[config.mk]
export PLATFORM = sky130hd
export DESIGN_NAME = edf_tick_scheduler_top
export DESIGN_NICKNAME = d
export VERILOG_FILES = /design/src/rtl/edf_pkg.sv /design/src/rtl/edf_ram.sv /design/src/rtl/edf_ctrl.sv /design/src/rtl/edf_tick_scheduler_top.sv
export VERILOG_INCLUDE_DIRS = /design/src /design/src/rtl
export SDC_FILE = /design/constraint.sdc
export NUM_CORES = 1
export LEC_CHECK = 0
export ABC_AREA = 1
export BUFFER_PORTS_ARGS = -buffer_cell sky130_fd_sc_hd__clkbuf_2
export CAP_MARGIN = 0
export CORE_MARGIN = 2
export CORE_UTILIZATION = 25
export CTS_CLUSTER_DIAMETER = 100
export DETAILED_ROUTE_END_ITERATION = 10
export GPL_ROUTABILITY_DRIVEN = 0
export HOLD_SLACK_MARGIN = 0.05
export PLACE_DENSITY = 0.44
export SYNTH_ARGS = -nofsm -noshare
export SYNTH_HDL_FRONTEND = slang
export SYNTH_HIERARCHICAL = 1
export SYNTH_SLANG_ARGS = --single-unit
[constraint.sdc]
create_clock -name clk -period 6.87 [get_ports clk]
set_clock_uncertainty 0.05 [all_clocks]
set_input_delay 0.3435 -clock clk [delete_from_list [all_inputs] [get_ports clk]]
set_output_delay 0.3435 -clock clk [all_outputs]
set_load 0.05 [all_outputs]
[src/rtl/assert_macros.svh]
// ----------------------------------------------------------------------------
// assert_macros.svh
// Concurrent assertion helpers, clocked on clk with arst_n as disable.
// ----------------------------------------------------------------------------
`ifndef ASSERT_MACROS_SVH
`define ASSERT_MACROS_SVH

`ifndef SYNTHESIS
`define EDF_ASSERT(lbl, prop) \
	lbl: assert property (@(posedge clk) disable iff (!arst_n) (prop)) \
		else $error("assertion failed");
`define EDF_ASSERT_NEVER(lbl, cond) \
	lbl: assert property (@(posedge clk) disable iff (!arst_n) !(cond)) \
		else $error("forbidden condition seen");
`else
`define EDF_ASSERT(lbl, prop)
`define EDF_ASSERT_NEVER(lbl, cond)
`endif

`endif

[src/rtl/edf_pkg.sv]
// ----------------------------------------------------------------------------
// edf_pkg
// Shared constants and types of the EDF tick scheduler.
// ----------------------------------------------------------------------------
package edf_pkg;

	localparam int MAX_TASKS = 8;
	localparam int TIME_BITS = 32;

	localparam int ADDR_W = (MAX_TASKS > 1) ? $clog2(MAX_TASKS) : 1;
	localparam int CNT_W  = $clog2(MAX_TASKS + 1);
	localparam int PER_W  = 16;
	localparam int EXEC_W = 16;
	localparam int RUN_W  = 16;
	localparam int SLOT_W = 3;
	localparam int CFG_W  = 4;
	localparam int TOUT_W = 32;

	localparam logic CMD_LOAD = 1'b0;
	localparam logic CMD_TICK = 1'b1;

	typedef enum logic [1:0] {
		ST_IDLE,
		ST_SCAN,
		ST_DONE
	} edf_state_t;

	typedef struct packed {
		logic [PER_W-1:0]     period;
		logic [EXEC_W-1:0]    exec;
		logic [TIME_BITS-1:0] deadline;
		logic [RUN_W-1:0]     count;
	} slot_rec_t;

	localparam int REC_W = $bits(slot_rec_t);

	typedef struct packed {
		logic              we;
		logic [ADDR_W-1:0] waddr;
		slot_rec_t         wdata;
		logic              re;
		logic [ADDR_W-1:0] raddr;
	} ram_req_t;

endpackage

[src/rtl/edf_ram.sv]
// ----------------------------------------------------------------------------
// edf_ram
// Simple dual-port RAM, one write and one registered read per cycle.
// ----------------------------------------------------------------------------
module edf_ram #(
	parameter int WIDTH = 8,
	parameter int DEPTH = 8,
	parameter int AW    = (DEPTH > 1) ? $clog2(DEPTH) : 1
) (
	input  logic             clk,
	input  logic             we,
	input  logic [AW-1:0]    waddr,
	input  logic [WIDTH-1:0] wdata,
	input  logic             re,
	input  logic [AW-1:0]    raddr,
	output logic [WIDTH-1:0] rdata
);

	logic [WIDTH-1:0] mem [DEPTH];

	always_ff @(posedge clk) begin
		if (we) begin
			mem[waddr] <= wdata;
		end
	end

	always_ff @(posedge clk) begin
		if (re) begin
			rdata <= mem[raddr];
		end
	end

endmodule

[src/rtl/edf_ctrl.sv]
// ----------------------------------------------------------------------------
// edf_ctrl
// Slot load, per-tick scan of the slot RAM, and job update write-back.
// ----------------------------------------------------------------------------
`include "assert_macros.svh"

module edf_ctrl (
	input  logic                                clk,
	input  logic                                arst_n,
	input  logic                                start,
	output logic                                busy,
	input  logic                                cmd,
	input  logic [edf_pkg::SLOT_W-1:0]          task_slot,
	input  logic [edf_pkg::PER_W-1:0]           period_in,
	input  logic [edf_pkg::EXEC_W-1:0]          exec_in,
	input  logic [edf_pkg::CFG_W-1:0]           active_tasks,
	output edf_pkg::ram_req_t                   ram_req,
	input  logic [edf_pkg::REC_W-1:0]           ram_rdata,
	output logic                                valid,
	output logic                                idle,
	output logic [edf_pkg::SLOT_W-1:0]          task_index,
	output logic                                job_done,
	output logic [edf_pkg::TOUT_W-1:0]          tick_time
);

	localparam int TB = edf_pkg::TIME_BITS;
	localparam int AW = edf_pkg::ADDR_W;
	localparam int CW = edf_pkg::CNT_W;

	edf_pkg::edf_state_t state_q, state_d;

	logic [CW-1:0]      n_q;
	logic [CW-1:0]      rd_idx_q;
	logic               rd_vld_s1;
	logic [AW-1:0]      rd_idx_s1;
	logic               found_q;
	logic [TB-1:0]      best_d_q;
	logic [AW-1:0]      best_idx_q;
	edf_pkg::slot_rec_t best_rec_q;
	logic [TB-1:0]      time_now_q;

	logic               accept;
	logic               issue;
	logic [CW-1:0]      n_sat;
	edf_pkg::slot_rec_t rec;
	logic [TB-1:0]      dl_gap;
	logic               rel;
	logic               better;
	logic [edf_pkg::RUN_W-1:0] cnt_inc;
	logic               fin;
	edf_pkg::slot_rec_t wb_rec;
	edf_pkg::slot_rec_t ld_rec;

	assign accept = start && !busy;
	assign issue  = (rd_idx_q < n_q);

	always_comb begin
		if (int'(active_tasks) > edf_pkg::MAX_TASKS) begin
			n_sat = CW'(edf_pkg::MAX_TASKS);
		end else begin
			n_sat = CW'(active_tasks);
		end
	end

	assign rec    = edf_pkg::slot_rec_t'(ram_rdata);
	assign dl_gap = rec.deadline - time_now_q;
	assign rel    = dl_gap[TB-1] || (dl_gap <= TB'(rec.period));
	assign better = !found_q || ($signed(dl_gap) < $signed(best_d_q));

	assign cnt_inc = best_rec_q.count + edf_pkg::RUN_W'(1);
	assign fin     = (cnt_inc >= best_rec_q.exec);

	always_comb begin
		wb_rec          = best_rec_q;
		wb_rec.count    = fin ? '0 : cnt_inc;
		wb_rec.deadline = fin ? best_rec_q.deadline + TB'(best_rec_q.period)
			: best_rec_q.deadline;
		ld_rec.period   = period_in;
		ld_rec.exec     = exec_in;
		ld_rec.deadline = TB'(period_in);
		ld_rec.count    = '0;
	end

	// next state
	always_comb begin
		state_d = state_q;
		unique case (state_q)
			edf_pkg::ST_IDLE: begin
				if (accept && cmd == edf_pkg::CMD_TICK) begin
					state_d = edf_pkg::ST_SCAN;
				end
			end
			edf_pkg::ST_SCAN: begin
				if (!issue) begin
					state_d = edf_pkg::ST_DONE;
				end
			end
			edf_pkg::ST_DONE: begin
				state_d = edf_pkg::ST_IDLE;
			end
			default: begin
				state_d = edf_pkg::ST_IDLE;
			end
		endcase
	end

	// outputs
	always_comb begin
		ram_req       = '0;
		ram_req.raddr = rd_idx_q[AW-1:0];
		busy          = 1'b1;
		valid         = 1'b0;
		unique case (state_q)
			edf_pkg::ST_IDLE: begin
				busy          = 1'b0;
				ram_req.we    = start && cmd == edf_pkg::CMD_LOAD
					&& int'(task_slot) < edf_pkg::MAX_TASKS;
				ram_req.waddr = AW'(task_slot);
				ram_req.wdata = ld_rec;
			end
			edf_pkg::ST_SCAN: begin
				ram_req.re = issue;
			end
			edf_pkg::ST_DONE: begin
				valid         = 1'b1;
				ram_req.we    = found_q;
				ram_req.waddr = best_idx_q;
				ram_req.wdata = wb_rec;
			end
			default: begin
				busy = 1'b1;
			end
		endcase
	end

	assign idle       = !found_q;
	assign task_index = found_q ? edf_pkg::SLOT_W'(best_idx_q) : '0;
	assign job_done   = found_q && fin;
	assign tick_time  = edf_pkg::TOUT_W'(time_now_q);

	always_ff @(posedge clk or negedge arst_n) begin
		if (!arst_n) begin
			state_q    <= edf_pkg::ST_IDLE;
			n_q        <= '0;
			rd_idx_q   <= '0;
			rd_vld_s1  <= 1'b0;
			found_q    <= 1'b0;
			time_now_q <= '0;
		end else begin
			state_q   <= state_d;
			rd_vld_s1 <= (state_q == edf_pkg::ST_SCAN) && issue;
			if (state_q == edf_pkg::ST_IDLE && accept && cmd == edf_pkg::CMD_TICK) begin
				n_q      <= n_sat;
				rd_idx_q <= '0;
				found_q  <= 1'b0;
			end else if (state_q == edf_pkg::ST_SCAN) begin
				if (issue) begin
					rd_idx_q <= rd_idx_q + CW'(1);
				end
				if (rd_vld_s1 && rel && better) begin
					found_q <= 1'b1;
				end
			end
			if (state_q == edf_pkg::ST_DONE) begin
				time_now_q <= time_now_q + TB'(1);
			end
		end
	end

	always_ff @(posedge clk) begin
		rd_idx_s1 <= rd_idx_q[AW-1:0];
		if (state_q == edf_pkg::ST_SCAN && rd_vld_s1 && rel && better) begin
			best_d_q   <= dl_gap;
			best_idx_q <= rd_idx_s1;
			best_rec_q <= rec;
		end
	end

	`EDF_ASSERT(a_valid_single, valid |=> !valid)
	`EDF_ASSERT(a_time_step, valid |=> time_now_q == TB'($past(time_now_q) + TB'(1)))
	`EDF_ASSERT_NEVER(a_no_wr_in_scan, ram_req.we && state_q == edf_pkg::ST_SCAN)
	`EDF_ASSERT(a_best_in_range, valid && found_q |-> int'(best_idx_q) < int'(n_q))

endmodule

[src/rtl/edf_tick_scheduler_top.sv]
// ----------------------------------------------------------------------------
// edf_tick_scheduler_top: one load per cycle while not busy; a tick holds busy while
// it scans the active slots (up to 8), one slot RAM read per cycle, and writes back;
// result strobed in the last busy cycle; a new command is taken once busy drops.
// Results cannot be stalled. Reset clears time, active_tasks and control state;
// ----------------------------------------------------------------------------
module edf_tick_scheduler_top (
	input  logic                       clk,
	input  logic                       arst_n,
	input  logic                       cfg_we,
	input  logic [edf_pkg::CFG_W-1:0]  cfg_wdata,
	input  logic                       start,
	output logic                       busy,
	input  logic                       cmd,
	input  logic [edf_pkg::SLOT_W-1:0] task_slot,
	input  logic [edf_pkg::PER_W-1:0]  period_in,
	input  logic [edf_pkg::EXEC_W-1:0] exec_in,
	output logic                       valid,
	output logic                       idle,
	output logic [edf_pkg::SLOT_W-1:0] task_index,
	output logic                       job_done,
	output logic [edf_pkg::TOUT_W-1:0] tick_time
);

	// slot RAM contents stay undefined until loaded
	logic [edf_pkg::CFG_W-1:0] active_q;
	edf_pkg::ram_req_t         ram_req;
	logic [edf_pkg::REC_W-1:0] ram_rdata;

	always_ff @(posedge clk or negedge arst_n) begin
		if (!arst_n) begin
			active_q <= '0;
		end else if (cfg_we) begin
			active_q <= cfg_wdata;
		end
	end

	edf_ram #(
		.WIDTH (edf_pkg::REC_W),
		.DEPTH (edf_pkg::MAX_TASKS),
		.AW    (edf_pkg::ADDR_W)
	) u_ram (
		.clk   (clk),
		.we    (ram_req.we),
		.waddr (ram_req.waddr),
		.wdata (ram_req.wdata),
		.re    (ram_req.re),
		.raddr (ram_req.raddr),
		.rdata (ram_rdata)
	);

	edf_ctrl u_ctrl (
		.clk          (clk),
		.arst_n       (arst_n),
		.start        (start),
		.busy         (busy),
		.cmd          (cmd),
		.task_slot    (task_slot),
		.period_in    (period_in),
		.exec_in      (exec_in),
		.active_tasks (active_q),
		.ram_req      (ram_req),
		.ram_rdata    (ram_rdata),
		.valid        (valid),
		.idle         (idle),
		.task_index   (task_index),
		.job_done     (job_done),
		.tick_time    (tick_time)
	);

endmodule
=== After elaboration in Yosys (flattened, before gate mapping) ===
Memory sizes are Yosys's and may differ from the RTL's. A register that Yosys moved wholly into a read port is not among the register bits.
Cells that the tools add are included.

* Register bits after elaboration: 166
* Memories kept: 1
* RAM bits: 640
* Bits of input ports: 44
* Logic and storage cells: 71

{| class="wikitable"
|+ Memory list
! memory !! words !! width !! rd ports !! clocked after memory_dff !! wr ports !! RTL line !! RTL
|-
| u_ram.mem || 8 || 80 || 1 || 1 || 1 || edf_ram.sv:19 || <nowiki>logic [WIDTH-1:0] mem [DEPTH];</nowiki>
|}

* Mux-type cells: 19
* Bitwise logic cells: 1
* $add $sub $neg: 5
* Equality and inequality tests: 4
* $lt $le $gt $ge: 5
* Reduce and logical (&&, ||, !) cells: 22

{| class="wikitable"
|+ Operator list
! kind !! number
|-
| 84-bit case mux with 2 select lines || 1
|-
| 32-bit by 1-bit adder with 32-bit output, second input constant || 1
|-
| 32-bit by 16-bit adder with 32-bit output || 1
|-
| 32-bit by 16-bit less-or-equal comparator with 1-bit output || 1
|-
| 32-bit less-than comparator || 1
|-
| 32-bit 2-to-1 mux || 1
|-
| 32-bit subtractor || 1
|-
| 16-bit by 1-bit adder with 16-bit output, second input constant || 1
|-
| 16-bit greater-or-equal comparator || 1
|-
| 16-bit 2-to-1 mux || 1
|-
| 4-bit 2-to-1 mux || 4
|-
| 1-bit logical AND || 12
|-
| 1-bit 2-to-1 mux || 8
|-
| 2-bit AND reduction || 3
|-
| 2-bit nonzero test || 3
|-
| 4-bit by 1-bit adder with 4-bit output, second input constant || 1
|-
| 4-bit greater-than comparator, second input constant || 1
|-
| 4-bit less-than comparator || 1
|-
| 2-bit 2-to-1 mux || 2
|-
| 2-bit inequality test, second input constant || 2
|-
| 2-bit case mux with 2 select lines || 1
|-
| 3-bit 2-to-1 mux || 1
|-
| 2-bit by 1-bit == test with 1-bit output, second input constant || 1
|-
| 2-bit == test, second input constant || 1
|-
| other kinds (4) || 5
|}

=== Depth between registers and ports, before layout ===
Gate-level depths: netlist of run 1.

* Depth in word-level cells: 8
* Depth in mapped cells: 27
* Gate-level depth less buffers: 27

=== By module ===
The synthesis of run 1 kept the hierarchy.

{| class="wikitable"
|+ By module, submodules not included
! module !! cells each !! instances !! area an instance (um^2)
|-
| edf_ram || 2863 || 1 || 30312.8
|-
| edf_ctrl || 1522 || 1 || 11895.2
|-
| edf_tick_scheduler_top || 17 || 1 || 148.9
|}

=== Least setup slack after synthesis of run 1 ===
Ideal clock, no wire load.

* Kind: reg-to-reg
* Start point: reg u_ctrl.time_now_q[0], in the netlist u_ctrl/tick_time[0]
* End point: reg u_ctrl.best_d_q[0] (enable)
* Path slack: 1.039 ns
* Data required time: 6.352 ns
* Setup time: 0.468 ns
* Stages on the path, launching flop included: 25
* Clock period less this slack: 5.831 ns
* Buffers on the path: 0
* Data arrival time: 5.312 ns
* Cell sequence: dfrtp_1 > ha_1 > fa_1 > inv_1 > nand3_1 > nand2_2 > nand2_1 > nand2_1 > nand2_1 > nand2_2 > nand2_1 > nand2_1 > nand2_1 > nand2_1 > inv_1 > ha_1 > nand4_1 > nor2_1 > and3_1 > nand3_1 > nand3_1 > nand2_1 > nand3_1 > nand2_1 > inv_1

* Longest elaborated chain between the ends: 5

{| class="wikitable"
|+ RTL lines
! item !! RTL line !! RTL
|-
| from (decl) || edf_ctrl.sv:40 || <nowiki>logic [TB-1:0] time_now_q;</nowiki>
|-
| from (signal assigned) || edf_ctrl.sv:165 || <nowiki>time_now_q <= time_now_q + TB'(1);</nowiki>
|-
| 32-bit subtractor (*) || edf_ctrl.sv:66 || <nowiki>assign dl_gap = rec.deadline - time_now_q;</nowiki>
|-
| via u_ctrl.dl_gap[30] || edf_ctrl.sv:46 || <nowiki>logic [TB-1:0] dl_gap;</nowiki>
|-
| 32-bit by 16-bit less-or-equal comparator with 1-bit output || edf_ctrl.sv:67 || <nowiki>assign rel = dl_gap[TB-1] || (dl_gap <= TB'(rec.period));</nowiki>
|-
| 1-bit logical OR || edf_ctrl.sv:67 ||
|-
| 1-bit logical AND || edf_ctrl.sv:172 || <nowiki>if (state_q == edf_pkg::ST_SCAN && rd_vld_s1 && rel && better) begin</nowiki>
|-
| 1-bit logical AND (*) || edf_ctrl.sv:172 ||
|-
| to (signal assigned) || edf_ctrl.sv:173 || <nowiki>best_d_q <= dl_gap;</nowiki>
|-
| to (decl) || edf_ctrl.sv:37 || <nowiki>logic [TB-1:0] best_d_q;</nowiki>
|}

Mark *: on every way through the listed nets, which the timed path passes. The rest lies on a longest branch.
A chain may end at the register's enable or synchronous reset.

=== Final worst setup path of run 1 ===
* Start point: reg u_ctrl/best_rec_q[0] (netlist name)
* End point: out job_done

* Longest elaborated chain between the ends: 3

{| class="wikitable"
|+ RTL lines
! item !! RTL line !! RTL
|-
| from (decl) || edf_ctrl.sv:39 || <nowiki>edf_pkg::slot_rec_t best_rec_q;</nowiki>
|-
| from (signal assigned) || edf_ctrl.sv:175 || <nowiki>best_rec_q <= rec;</nowiki>
|-
| 16-bit by 1-bit adder with 16-bit output || edf_ctrl.sv:70 || <nowiki>assign cnt_inc = best_rec_q.count + edf_pkg::RUN_W'(1);</nowiki>
|-
| 16-bit greater-or-equal comparator || edf_ctrl.sv:71 || <nowiki>assign fin = (cnt_inc >= best_rec_q.exec);</nowiki>
|-
| 1-bit logical AND || edf_ctrl.sv:138 || <nowiki>assign job_done = found_q && fin;</nowiki>
|-
| to (decl) || edf_tick_scheduler_top.sv:21 || <nowiki>output logic job_done,</nowiki>
|}

Every way passes these cells.

==> results of run 1 <==
==> metal layers <==
layer	up-vias	routed length [um]	GRT usage, %
met3	159	4190	1.94
met2	474	54000	21.9
li1	14182	-	-
met5	-	0	0
met4	0	3180	3.93
met1	13489	56000	18.5
==> cells by family after synthesis <==
kind of cell	count (synthesis)	share of synthesized area, %
AND/OR/NAND/NOR	2011	19.6
AO/OA/AOI/OAI	229	2.98
adder cells (fa/ha/maj)	117	3.49
buffers and inverters	1090	10.3
XOR/XNOR	69	1.43
flip-flops	886	62.2
==> worst min-delay path by stage <==
stage,slack (ps),startpoint,end
finish,120,exec_in[0],u_ram/mem[4][48]$_DFFE_PP_
global route,130,exec_in[0],u_ram/mem[4][48]$_DFFE_PP_
CTS,70,exec_in[0],u_ram/mem[4][48]$_DFFE_PP_
detailed placement,340,u_ctrl/rd_idx_s1[1]$_DFF_P_,u_ctrl/best_idx_q[1]$_DFFE_PP_
global placement,340,u_ctrl/rd_idx_s1[0]$_DFF_P_,u_ctrl/best_idx_q[0]$_DFFE_PP_
floorplan,-2,arst_n,active_q[0]$_DFFE_PN0P_
==> Yosys cell counts, drive strengths merged <==
| cell type | count | area (um2) |
|---|---|---|
| nand2 | 1423 | 5370 |
| inv | 948 | 3560 |
| edfxtp | 835 | 25100 |
| nand3 | 383 | 1940 |
| nor2 | 127 | 504 |
| buf | 119 | 704 |
| ha | 115 | 1440 |
| a21oi | 99 | 507 |
| o21ai | 94 | 474 |
| xor2 | 55 | 482 |
| dfrtp | 48 | 1200 |
| nor3 | 35 | 215 |
| clkbuf | 23 | 86.3 |
| nand4 | 21 | 131 |
| xnor2 | 14 | 123 |
| nor4 | 11 | 81.3 |
| o211ai | 8 | 60.1 |
| a22o | 5 | 43.8 |
| nand3b | 5 | 41.3 |
| o22ai | 5 | 31.3 |
| a211oi | 4 | 30.0 |
| o21bai | 4 | 33.8 |
| dfxtp | 3 | 60.1 |
| a21o | 2 | 15.0 |
| and3 | 2 | 12.5 |
| fa | 2 | 40.0 |
| o21a | 2 | 15.0 |
| o221ai | 2 | 17.5 |
| or2 | 2 | 12.5 |
| a21boi | 1 | 7.51 |
| a31oi | 1 | 6.26 |
| nor3b | 1 | 7.51 |
| nor4b | 1 | 8.76 |
| o2111ai | 1 | 8.76 |
| o221a | 1 | 11.3 |
==> power by group through the flow <==
stage,Clock [W],Combinational [W],Sequential (W)
2_1_floorplan,0,0.00440,0.00755
3_3_place_gp,0,0.00634,0.00775
3_5_place_dp,0,0.00634,0.00776
4_1_cts,0.00543,0.00637,0.00766
5_1_grt,0.00562,0.00716,0.00771
6_report,0.00526,0.00627,0.00765
==> layout by cell type (no fill, tap or decap), types with 8 or more instances in the layout <==
| master | netlist | routed |
|---|---|---|
| nor4_1 | 9 | 9 |
| nor2_4 | 1 | 10 |
| a21oi_1 | 96 | 96 |
| xor2_1 | 55 | 55 |
| dlygate4sd3_1 | 0 | 13 |
| buf_4 | 37 | 29 |
| bufinv_16 | 0 | 8 |
| xnor2_1 | 14 | 14 |
| nor2_2 | 8 | 8 |
| nor3_2 | 8 | 8 |
| nand3_1 | 379 | 378 |
| clkbuf_1 | 23 | 27 |
| clkbuf_16 | 0 | 101 |
| clkbuf_2 | 0 | 82 |
| inv_2 | 13 | 12 |
| nor3_1 | 27 | 27 |
| nand2_2 | 12 | 12 |
| nor2_1 | 118 | 109 |
| dfrtp_1 | 48 | 45 |
| o21ai_0 | 88 | 88 |
| clkinv_1 | 0 | 19 |
| o211ai_1 | 8 | 8 |
| ha_1 | 115 | 115 |
| clkinv_2 | 0 | 19 |
| nand4_1 | 21 | 21 |
| inv_1 | 933 | 931 |
| edfxtp_1 | 835 | 835 |
| nand2_1 | 1411 | 1411 |
==> stage by stage <==
step | area [um2] | setup WS (ps) | cells | util, %
2_1_floorplan | 42400 | 1040 | 4402 | -
3_3_place_gp | 45200 | 1740 | 6594 | 26.7
3_5_place_dp | 45200 | 1590 | 6594 | 26.7
4_1_cts | 48500 | 1410 | 6791 | 28.7
5_1_grt | 48500 | 1140 | 6791 | 28.7
6_report | 48500 | 1700 | 6791 | 28.7
==> repair_timing <==
item,in CTS,in global routing
resized for setup,0,0
hold buffers,13,0
endpoints found under the hold margin,52,0
==> sequential cells by signal, summed over array words and instances, names as in the netlist <==
signal,cells
u_ctrl/rd_idx_s1,3
u_ctrl/tick_time,32
u_ctrl/rd_idx_q,4
u_ctrl/found_q,1
u_ctrl/rd_vld_s1,1
u_ctrl/state_q,2
u_ctrl/best_idx_q,3
u_ctrl/n_q,4
u_ctrl/best_rec_q,80
u_ctrl/best_d_q,32
u_ram/rdata,80
u_ram/mem,640
active_q,4
==> area by class of cell <==
type	count	share of cell area (%)
sequential	886	54.3
multi-input combinational	2426	24.2
inverter	948	7.40
tap	2218	5.72
clock buffer	128	5.42
timing repair buffer	129	1.77
clock inverter	56	1.19
==> out/results.ini, run 1 <==
[power]
pwr-share-seq_pct = 39.9
ir_worst_vdd_uv = 230
switching_share_pct = 37.7
p_switching_w = 0.00723
intPower_w = 0.0119
combPwrFrac_pct = 32.7
p_leak_nw = 21.4
powerDensity_nw_per_um2 = 395
power_w = 0.0192
clockPowerShare_pct = 27.4

[global_routing]
grt_pass1_vias = 27264
antenna_found_initial = 4
grt_pass1_wl_mm = 176
grt-ovfl-total = 0
grt_max_degree = 140
grtUsageTotal_pct = 13.5

[critical_path]
path_depth = 19
slowest_stage = edfxtp_1
cp.arrival_ps = 4780
rrSetupSlack_ps = 1820
crit_chain = nand3_1 -> nor3_1 -> inv_1 -> nor3_1 -> nand4_1 -> nor2_1 -> xnor2_1 -> inv_1 -> ha_1 -> nand2_1 -> inv_1 -> nand3_1 -> nor3_1 -> nand3_1 -> nand3_2 -> buf_4 -> nand2_1 -> inv_1 -> clkbuf_2
crit_type = register to output port
r2r-start = u_ctrl/best_rec_q[0]$_DFFE_PP_
crit_start = u_ctrl/best_rec_q[0]$_DFFE_PP_
r2r-end = u_ram/mem[4][2]$_DFFE_PP_
worstPathRequired_ps = 6480
crit_path_max_incr_delay_ps = 420
cp_num_buf_inv = 6
crit_top_cell = inv_1
critPathCaptureType = output port
crit_family = simple AND/OR/NAND/NOR gates
start_kind = register
critPathCapture = job_done
path_max_fanout = 38
reg2regPathDepth = 18

[clock_network]
clk_pin_slew_ps = 60
tritoncts = built
clockBufferDepth = 3
cts_root_buf = clkbuf_16
cts_inserted_buffers = 101
numClockSinks = 886
postCtsSetupBuffers = 0
h-tree-depth = 3
clk_latency_ps = 730

[placement]
hpwlAfterDp_mm = 69.6
io_buffers = 82

[floorplanning]
die_h_um = 416
initial_utilization_pct = 25.1
die_w_um = 416
ios = 83
die_area_um2 = 173000
fp-row-count = 151
core_area_um2 = 169000

[sta]
period_share_pct = 75.2
max_slew_margin_pct = 12.3
maxSlewViolCount = 0
min_period_ps = 5170
hold_slack_ps = 119
hold_viol = 0
setup_tns_ps = 0
tightest_slew_ps = 1320
rsz0062_at_grt = false
setup-violations-final = 0
fmax_ghz = 0.193

[cells_and_area]
diodes = 0
area_growth_pct = 14.5
drive_above_1_share_pct = 7.17
nFillCells = 17666
layout.nets = 4653
seqCellArea_um2 = 26300
multi_input_area_um2 = 11700

[run_status]
outcome = completed

[routing]
vias_per_cell = 4.17
first_pass_iters = 6
vias = 28304
detail-route-antenna-nets = 0
routed_wl_mm = 117
drtIter0Drc = 1792
wl_per_cell_um = 17.3
drc_errors = 0

[logic_synthesis]
yosys_warnings = 6
ys_types = 51
synth_cells = 4402
yosysSeqAreaShare_pct = 62.2
synth_seq_cells = 886
postSynthAreaPerCell_um2 = 9.62
synth_nets = 4563
syn_area_um2 = 42400

[flow_run]
cap_violations = 0

[hold_path]
holdPathStages = 2
worstHoldPathType = input pin to register

No activity file was read; power rests on OpenSTA's default activity.
==> run 2: changes to the inputs <==
--- a/config.mk
+++ b/config.mk
@@ -15,7 +15,7 @@
 export DETAILED_ROUTE_END_ITERATION = 10
 export GPL_ROUTABILITY_DRIVEN = 0
 export HOLD_SLACK_MARGIN = 0.05
-export PLACE_DENSITY = 0.44
+export PLACE_DENSITY = 0.45
 export SYNTH_ARGS = -nofsm -noshare
 export SYNTH_HDL_FRONTEND = slang
 export SYNTH_HIERARCHICAL = 1
==> constraint.sdc (replaced) <==
create_clock -name clk -period 4.6 [get_ports clk]
set_clock_uncertainty 0.05 [all_clocks]
set_input_delay 0.23 -clock clk [delete_from_list [all_inputs] [get_ports clk]]
set_output_delay 0.23 -clock clk [all_outputs]
set_load 0.05 [all_outputs]
==> run 2 against run 1 <==
Highest routed layer unchanged. Clock power up 48%. Core utilization up 0.55 points. Critical path type is now register to register. Total power up 52%. Via count up 1.2%. Design area up 1.9%.
==> out/results.ini, run 2 (same netlist as run 1, synthesis figures left out) <==
[flow_run]
cap_violations = 0  ; unchanged

[routing]
wl_per_cell_um = 17.5  ; +1.5%
wl_met2_mm = 55.7  ; +3.2%
vias = 28634  ; +1.2%
routed-wl-met3_mm = 4.53  ; +8.2%
vias_per_cell = 4.19  ; +0.41%
drtIter0Drc = 1910  ; +6.6%
drc_errors = 0  ; unchanged
wl_met1_mm = 56.4  ; +0.88%
routed_wl_mm = 120  ; +2.3%
first_pass_iters = 5  ; -1
top_layer_used = met4
detail-route-antenna-nets = 0  ; unchanged

[sta]
setup_slack_ps = 326  ; -1380 ps
min_period_ps = 4270
hold_viol = 0  ; unchanged
max_slew_margin_pct = 24.8  ; +12 points
setup-violations-final = 0  ; unchanged
maxSlewViolCount = 0  ; unchanged
period_share_pct = 92.9
tightest_slew_ps = 1120  ; -199 ps
fmax_ghz = 0.234

[hold_path]
holdPathStages = 3  ; +1
worstHoldPathType = input pin to register
hold_end = u_ram/mem[7][53]$_DFFE_PP_
worst_hold_startpoint = exec_in[5]

[placement]
io_buffers = 82  ; unchanged
preCtsSetupSlack_ps = -192  ; -1780 ps
hpwlAfterDp_mm = 71.5  ; +2.8%
dp_cells = 6619  ; +0.38%

[cells_and_area]
largest_register_ffs = 640  ; unchanged
layout_commonest_cell = nand2_1
drive_above_1_share_pct = 9.11  ; +1.9 points
finish.utilization_pct = 29.3  ; +0.55 points
stdcell_count = 6842  ; +0.75%
area_growth_pct = 16.7
mostFrequentLayoutCells = nand2_1, inv_1, edfxtp_1
largestRegisters = u_ram/mem: 640 flops, u_ctrl/best_rec_q: 80 flops, u_ram/rdata: 80 flops
regMostFlops = u_ram/mem
layout.nets = 4700  ; +1.0%

[floorplanning]
die_h_um = 416  ; unchanged
die_w_um = 416  ; unchanged
initial_utilization_pct = 25.1  ; unchanged
core_area_um2 = 169000  ; unchanged
fp-row-count = 151  ; unchanged
ios = 83  ; unchanged
die_area_um2 = 173000  ; unchanged

[power]
pwr-share-seq_pct = 39.4  ; -0.5 points
switching_share_pct = 38.2  ; +0.49 points
p_leak_nw = 21.7  ; +1.4%
ir_worst_vdd_uv = 301  ; +31%
p_switching_w = 0.0111  ; +54%
combPwrFrac_pct = 33.8  ; +1.1 points
intPower_w = 0.0180  ; +50%
clockPowerShare_pct = 26.8  ; -0.6 points
powerDensity_nw_per_um2 = 588  ; +49%

[critical_path]
cp.arrival_ps = 4650  ; -130 ps
crit_type = register to register
rrSetupSlack_ps = 330  ; -1490 ps
reg2regPathDepth = 25  ; +7
path_max_fanout = 20  ; -47%
critPathCaptureType = register
worstPathRequired_ps = 4980  ; -1500 ps
r2r-end = u_ctrl/best_rec_q[34]$_DFFE_PP_
r2r-start = u_ctrl/tick_time[11]$_DFFE_PN0P_
start_kind = register

[global_routing]
grtUsageTotal_pct = 13.7  ; +0.29 points
grt_max_degree = 152  ; +8.6%
grt_pass1_wl_mm = 179  ; +1.8%
grt-ovfl-total = 0  ; unchanged
grt_pass1_vias = 27574  ; +1.1%
antenna_found_initial = 0  ; -4

[clock_network]
tritoncts = built
clk_pin_slew_ps = 60  ; about the same
cts_inserted_buffers = 101  ; unchanged
cts_root_buf = clkbuf_16
h-tree-depth = 3  ; unchanged
clk_latency_ps = 740  ; about the same
numClockSinks = 886  ; unchanged
clockBufferDepth = 3  ; unchanged

[run_status]
outcome = completed

==> run 2: cell types whose count changed in the layout (fill, tap and decap cells not counted), moves of 7 or more <==
cell	previous run	this run
clkinv_1	19	27
clkbuf_1	27	20
buf_12	5	25
dfrtp_1	45	18
dlygate4sd3_1	13	27
dfrtp_2	0	27
buf_4	29	40
==> run 2: metrics by stage <==
stage               setup TNS (ps)  hold WS [ps]  power (W)  instance area (um2)
floorplan                  -421610          -116     0.0179                42400
global placement             -3860           337     0.0213                45700
detailed placement          -13930           339     0.0213                45700
CTS                              0          60.6     0.0293                49200
global route                 -36.4           102     0.0311                49400
finish                           0          83.8     0.0291                49400
==> run 2: worst max-delay path by stage <==
| stage | end | cells past startpoint | from | slack (ps) |
|---|---|---|---|---|
| 4_1_cts | u_ctrl/best_rec_q[34]$_DFFE_PP_ | 23 | u_ctrl/tick_time[11]$_DFFE_PN0P_ | 40 |
| 3_3_place_gp | u_ctrl/best_rec_q[72]$_DFFE_PP_ | 19 | u_ctrl/tick_time[11]$_DFFE_PN0P_ | -60 |
| 2_1_floorplan | u_ram/mem[3][0]$_DFFE_PP_ | 6 | u_ctrl/state_q[1]$_DFFE_PN0P_ | -670 |
| 5_1_grt | job_done | 22 | u_ctrl/best_rec_q[0]$_DFFE_PP_ | -40 |
| 3_5_place_dp | u_ctrl/best_rec_q[54]$_DFFE_PP_ | 19 | u_ctrl/tick_time[11]$_DFFE_PN0P_ | -190 |
| 6_report | u_ctrl/best_rec_q[34]$_DFFE_PP_ | 25 | u_ctrl/tick_time[11]$_DFFE_PN0P_ | 330 |
==> run 2: layout make-up <==
cell class,instances,area [um2]
Tap cell,2218,2780
Sequential cell,886,26400
Fill cell,17670,119000
Antenna cell,1,2.50
Timing Repair Buffer,176,1550
Multi-Input combinational cell,2426,11900
Inverter,948,3590
Clock inverter,63,538
Clock buffer,124,2670
==> run 2: power by group through the flow <==
| stage | Sequential (W) | Clock [W] | Combinational, W |
|---|---|---|---|
| after CTS | 0.0115 | 0.00805 | 0.00980 |
| after global placement | 0.0116 | 0 | 0.00967 |
| after floorplan | 0.0113 | 0 | 0.00660 |
| after global routing | 0.0115 | 0.00836 | 0.0112 |
| after detailed placement | 0.0116 | 0 | 0.00969 |
| final | 0.0114 | 0.00780 | 0.00983 |
==> run 2: worst max-delay path: stages, from the launching register on <==
cell and delay [ps]:
dfrtp_2 380, clkinvlp_4 180, ha_4 370, nand2_2 70
nor2_2 140, inv_1 110, nor3_2 260, nand2_1 120
nand2_2 130, nand2_1 120, nand2_1 90, nand2_1 50
nand2_1 110, inv_1 80, ha_1 300, nand4_1 120
nor2_1 140, and3_1 170, nand3_1 100, nand3_1 120
nand2_1 50, nand3_1 60, nand2_1 90, clkinvlp_4 110
buf_12 200, buf_12 220
==> run 2: timing repair <==
item,4_1_cts,5_1_grt
pin swaps,0,3
setup buffers,0,6
hold buffers,27,0
endpoints found under the setup margin,78,130
endpoints found under the hold margin,123,0
resized for setup,9,25
cloned,0,2
==> run 2: per-layer routing <==
layer	vias to the layer above	global-route usage, %
met5	-	0
met4	0	4.18
met3	175	2.03
met2	485	22.6
met1	13708	18.7
li1	14266	-
==> run 3: changes to the inputs <==
==> constraint.sdc (replaced) <==
create_clock -name clk -period 4.6 [get_ports clk]
set_clock_uncertainty 0.05 [all_clocks]
set_input_delay 0.92 -clock clk [delete_from_list [all_inputs] [get_ports clk]]
set_output_delay 0.92 -clock clk [all_outputs]
set_load 0.05 [all_outputs]
==> run 3 against run 2 <==
First-iteration DRC count shrank 1.4%. Sequential cell count is the same. Design area shrank 0.82%. Global-route usage shrank 0.27 points. Worst setup slack lost 300 ps. Count of clock-buffer cells in the layout grew 4. Non-clock buffer count shrank 32. Sequential share of layout area grew 0.44 points. Maximum frequency shrank 6.5%. Sequential power is essentially flat. Clock power shrank 2%. Combinational power shrank 2%.
==> out/results.ini, run 3 (same netlist as run 1, synthesis figures left out) <==
[cells_and_area]
mostFrequentLayoutCells = nand2_1, inv_1, edfxtp_1
stdcell_count = 6798  ; -0.64%
drive_above_1_share_pct = 9.15  ; +0.042 points
nFillCells = 17666  ; -0.023%
largest_register_ffs = 640  ; unchanged
regMostFlops = u_ram/mem
layout_commonest_cell = nand2_1
final_cell_area_um2 = 49000  ; -0.82%
area_growth_pct = 15.8
layout.nets = 4666  ; -0.72%
seqCellArea_um2 = 26400  ; unchanged
largestRegisters = u_ram/mem: 640 flops, u_ctrl/best_rec_q: 80 flops, u_ram/rdata: 80 flops
diodes = 0  ; -1
multi_input_area_um2 = 12000  ; +0.27%

[routing]
detail-route-antenna-nets = 0  ; unchanged
vias_per_cell = 4.19  ; about the same
first_pass_iters = 5  ; unchanged
wl_per_cell_um = 17.4  ; -1.1%
vias = 28454  ; -0.63%
drtIter0Drc = 1884  ; -1.4%
routed_wl_mm = 118  ; -1.7%
drc_errors = 0  ; unchanged

[power]
combPwrFrac_pct = 33.6  ; -0.2 points
p_switching_w = 0.0109  ; -2.3%
pwr-share-seq_pct = 39.7  ; +0.3 points
powerDensity_nw_per_um2 = 586  ; -0.30%
switching_share_pct = 37.7  ; -0.46 points
power_w = 0.0287  ; -1.1%
ir_worst_vdd_uv = 511  ; +70%
clockPowerShare_pct = 26.7  ; about the same
p_leak_nw = 21.5  ; -0.78%
intPower_w = 0.0179  ; -0.37%

[placement]
hpwlAfterDp_mm = 68.4  ; -4.4%
placed_area_um2 = 45600  ; -0.14%
dp_cells = 6612  ; -0.11%
io_buffers = 82  ; unchanged

[clock_network]
clockBufferDepth = 3  ; unchanged
numClockSinks = 886  ; unchanged
tritoncts = built
cts_root_buf = clkbuf_16
clk_pin_slew_ps = 60  ; about the same
cts_inserted_buffers = 99  ; -2.0%
h-tree-depth = 3  ; unchanged
clk_latency_ps = 710  ; -30 ps

[hold_path]
worstHoldPathType = input pin to async pin

[critical_path]
crit_chain = ha_2 -> nand2_4 -> nor2_4 -> inv_2 -> nor2_4 -> inv_2 -> nor3_2 -> nand3_1 -> nor2_1 -> and3_1 -> xor2_2 -> ha_1 -> nand2_1 -> inv_1 -> nand3_2 -> inv_1 -> a21oi_2 -> nand3_4 -> nand2_4 -> inv_2 -> buf_12
reg2regPathDepth = 21  ; -16%
rrSetupSlack_ps = 300  ; -30 ps
path_max_fanout = 4  ; -80%
crit_family = simple AND/OR/NAND/NOR gates
worstPathRequired_ps = 3630  ; -1350 ps
crit_path_max_incr_delay_ps = 420  ; +40 ps
slowest_stage = edfxtp_1
crit_top_cell = inv_2
critPathCaptureType = output port
cp.arrival_ps = 3600  ; -1050 ps
cp_num_buf_inv = 6  ; unchanged
r2r-start = u_ctrl/tick_time[11]$_DFFE_PN0P_
crit_type = register to output port
r2r-end = u_ctrl/best_rec_q[60]$_DFFE_PP_
start_kind = register

[sta]
hold_slack_ps = 273  ; +189 ps
min_period_ps = 4570  ; +295 ps
maxSlewViolCount = 0  ; unchanged
rsz0062_at_grt = true
setup_tns_ps = 0  ; unchanged
hold_viol = 0  ; unchanged
fmax_ghz = 0.219  ; -6.5%
setup-violations-final = 0  ; unchanged
period_share_pct = 99.3  ; +6.4 points
tightest_slew_ps = 1180  ; +62.7 ps
max_slew_margin_pct = 20.5  ; -4.2 points

[global_routing]
grt_pass1_vias = 27140  ; -1.6%
antenna_found_initial = 5  ; +5
grtUsageTotal_pct = 13.5  ; -0.27 points
grt_pass1_wl_mm = 176  ; -1.9%
grt_max_degree = 125  ; -18%
grt-ovfl-total = 0  ; unchanged

[floorplanning]
ios = 83  ; unchanged
fp-row-count = 151  ; unchanged
die_area_um2 = 173000  ; unchanged
die_h_um = 416  ; unchanged
die_w_um = 416  ; unchanged
initial_utilization_pct = 25.1  ; unchanged
core_area_um2 = 169000  ; unchanged

[run_status]
outcome = completed

[flow_run]
cap_violations = 0  ; unchanged

[run 3: power by group through the flow]
stage / logic [W] / clock network, W / registers [W]
after floorplan: 0.00660 / 0 / 0.0113
after CTS: 0.00969 / 0.00792 / 0.0114
after global routing: 0.0110 / 0.00824 / 0.0115
final: 0.00966 / 0.00768 / 0.0114
after detailed placement: 0.00962 / 0 / 0.0116
after global placement: 0.00954 / 0 / 0.0116
[run 3: cell type report]
class	instances	share of cell area (%)
flip-flops and latches	886	53.8
inverters	948	7.31
well taps	2218	5.66
clock buffers	128	5.38
clock inverters	48	0.936
multi-input cells	2426	24.4
repair buffers	144	2.51
[run 3: through the flow]
step                      utilization (%)  setup WS [ps]
final                                29.0           30.1
after global placement               27.0          -74.9
after floorplan                         -           -669
after detailed placement             27.0          -64.4
after global routing                 29.0           -275
after CTS                            28.9           -138
[run 3: worst max-delay path by stage]
| stage | startpoint | endpoint | slack (ps) | cells past startpoint |
|---|---|---|---|---|
| 6_report | u_ctrl/best_rec_q[0]$_DFFE_PP_ | job_done | 30 | 21 |
| 5_1_grt | u_ctrl/best_rec_q[0]$_DFFE_PP_ | job_done | -270 | 21 |
| 4_1_cts | u_ctrl/best_rec_q[0]$_DFFE_PP_ | job_done | -140 | 18 |
| 3_5_place_dp | u_ctrl/tick_time[11]$_DFFE_PN0P_ | u_ctrl/best_rec_q[62]$_DFFE_PP_ | -60 | 21 |
| 3_3_place_gp | u_ctrl/tick_time[11]$_DFFE_PN0P_ | u_ctrl/best_rec_q[54]$_DFFE_PP_ | -70 | 21 |
| 2_1_floorplan | u_ctrl/state_q[1]$_DFFE_PN0P_ | u_ram/mem[3][0]$_DFFE_PP_ | -670 | 6 |
[run 3: what timing repair did]
item                       CTS  global route
hold buffers                 0             0
cloned                       0             2
resized for setup           17            29
setup endpoints to repair   78           121
pin swaps                    7            12
buffers inserted             5             3
[run 3: metal layers]
| layer | up-vias | part of all wire, % | track usage (%) | wire length (um) |
|---|---|---|---|---|
| met1 | 13620 | 47 | 18.6 | 56000 |
| met4 | 2 | 2.2 | 3.54 | 2650 |
| met3 | 154 | 3.8 | 1.96 | 4500 |
| li1 | 14205 | - | - | - |
| met5 | - | 0.0059 | 0 | 7 |
| met2 | 473 | 46 | 22.0 | 54800 |
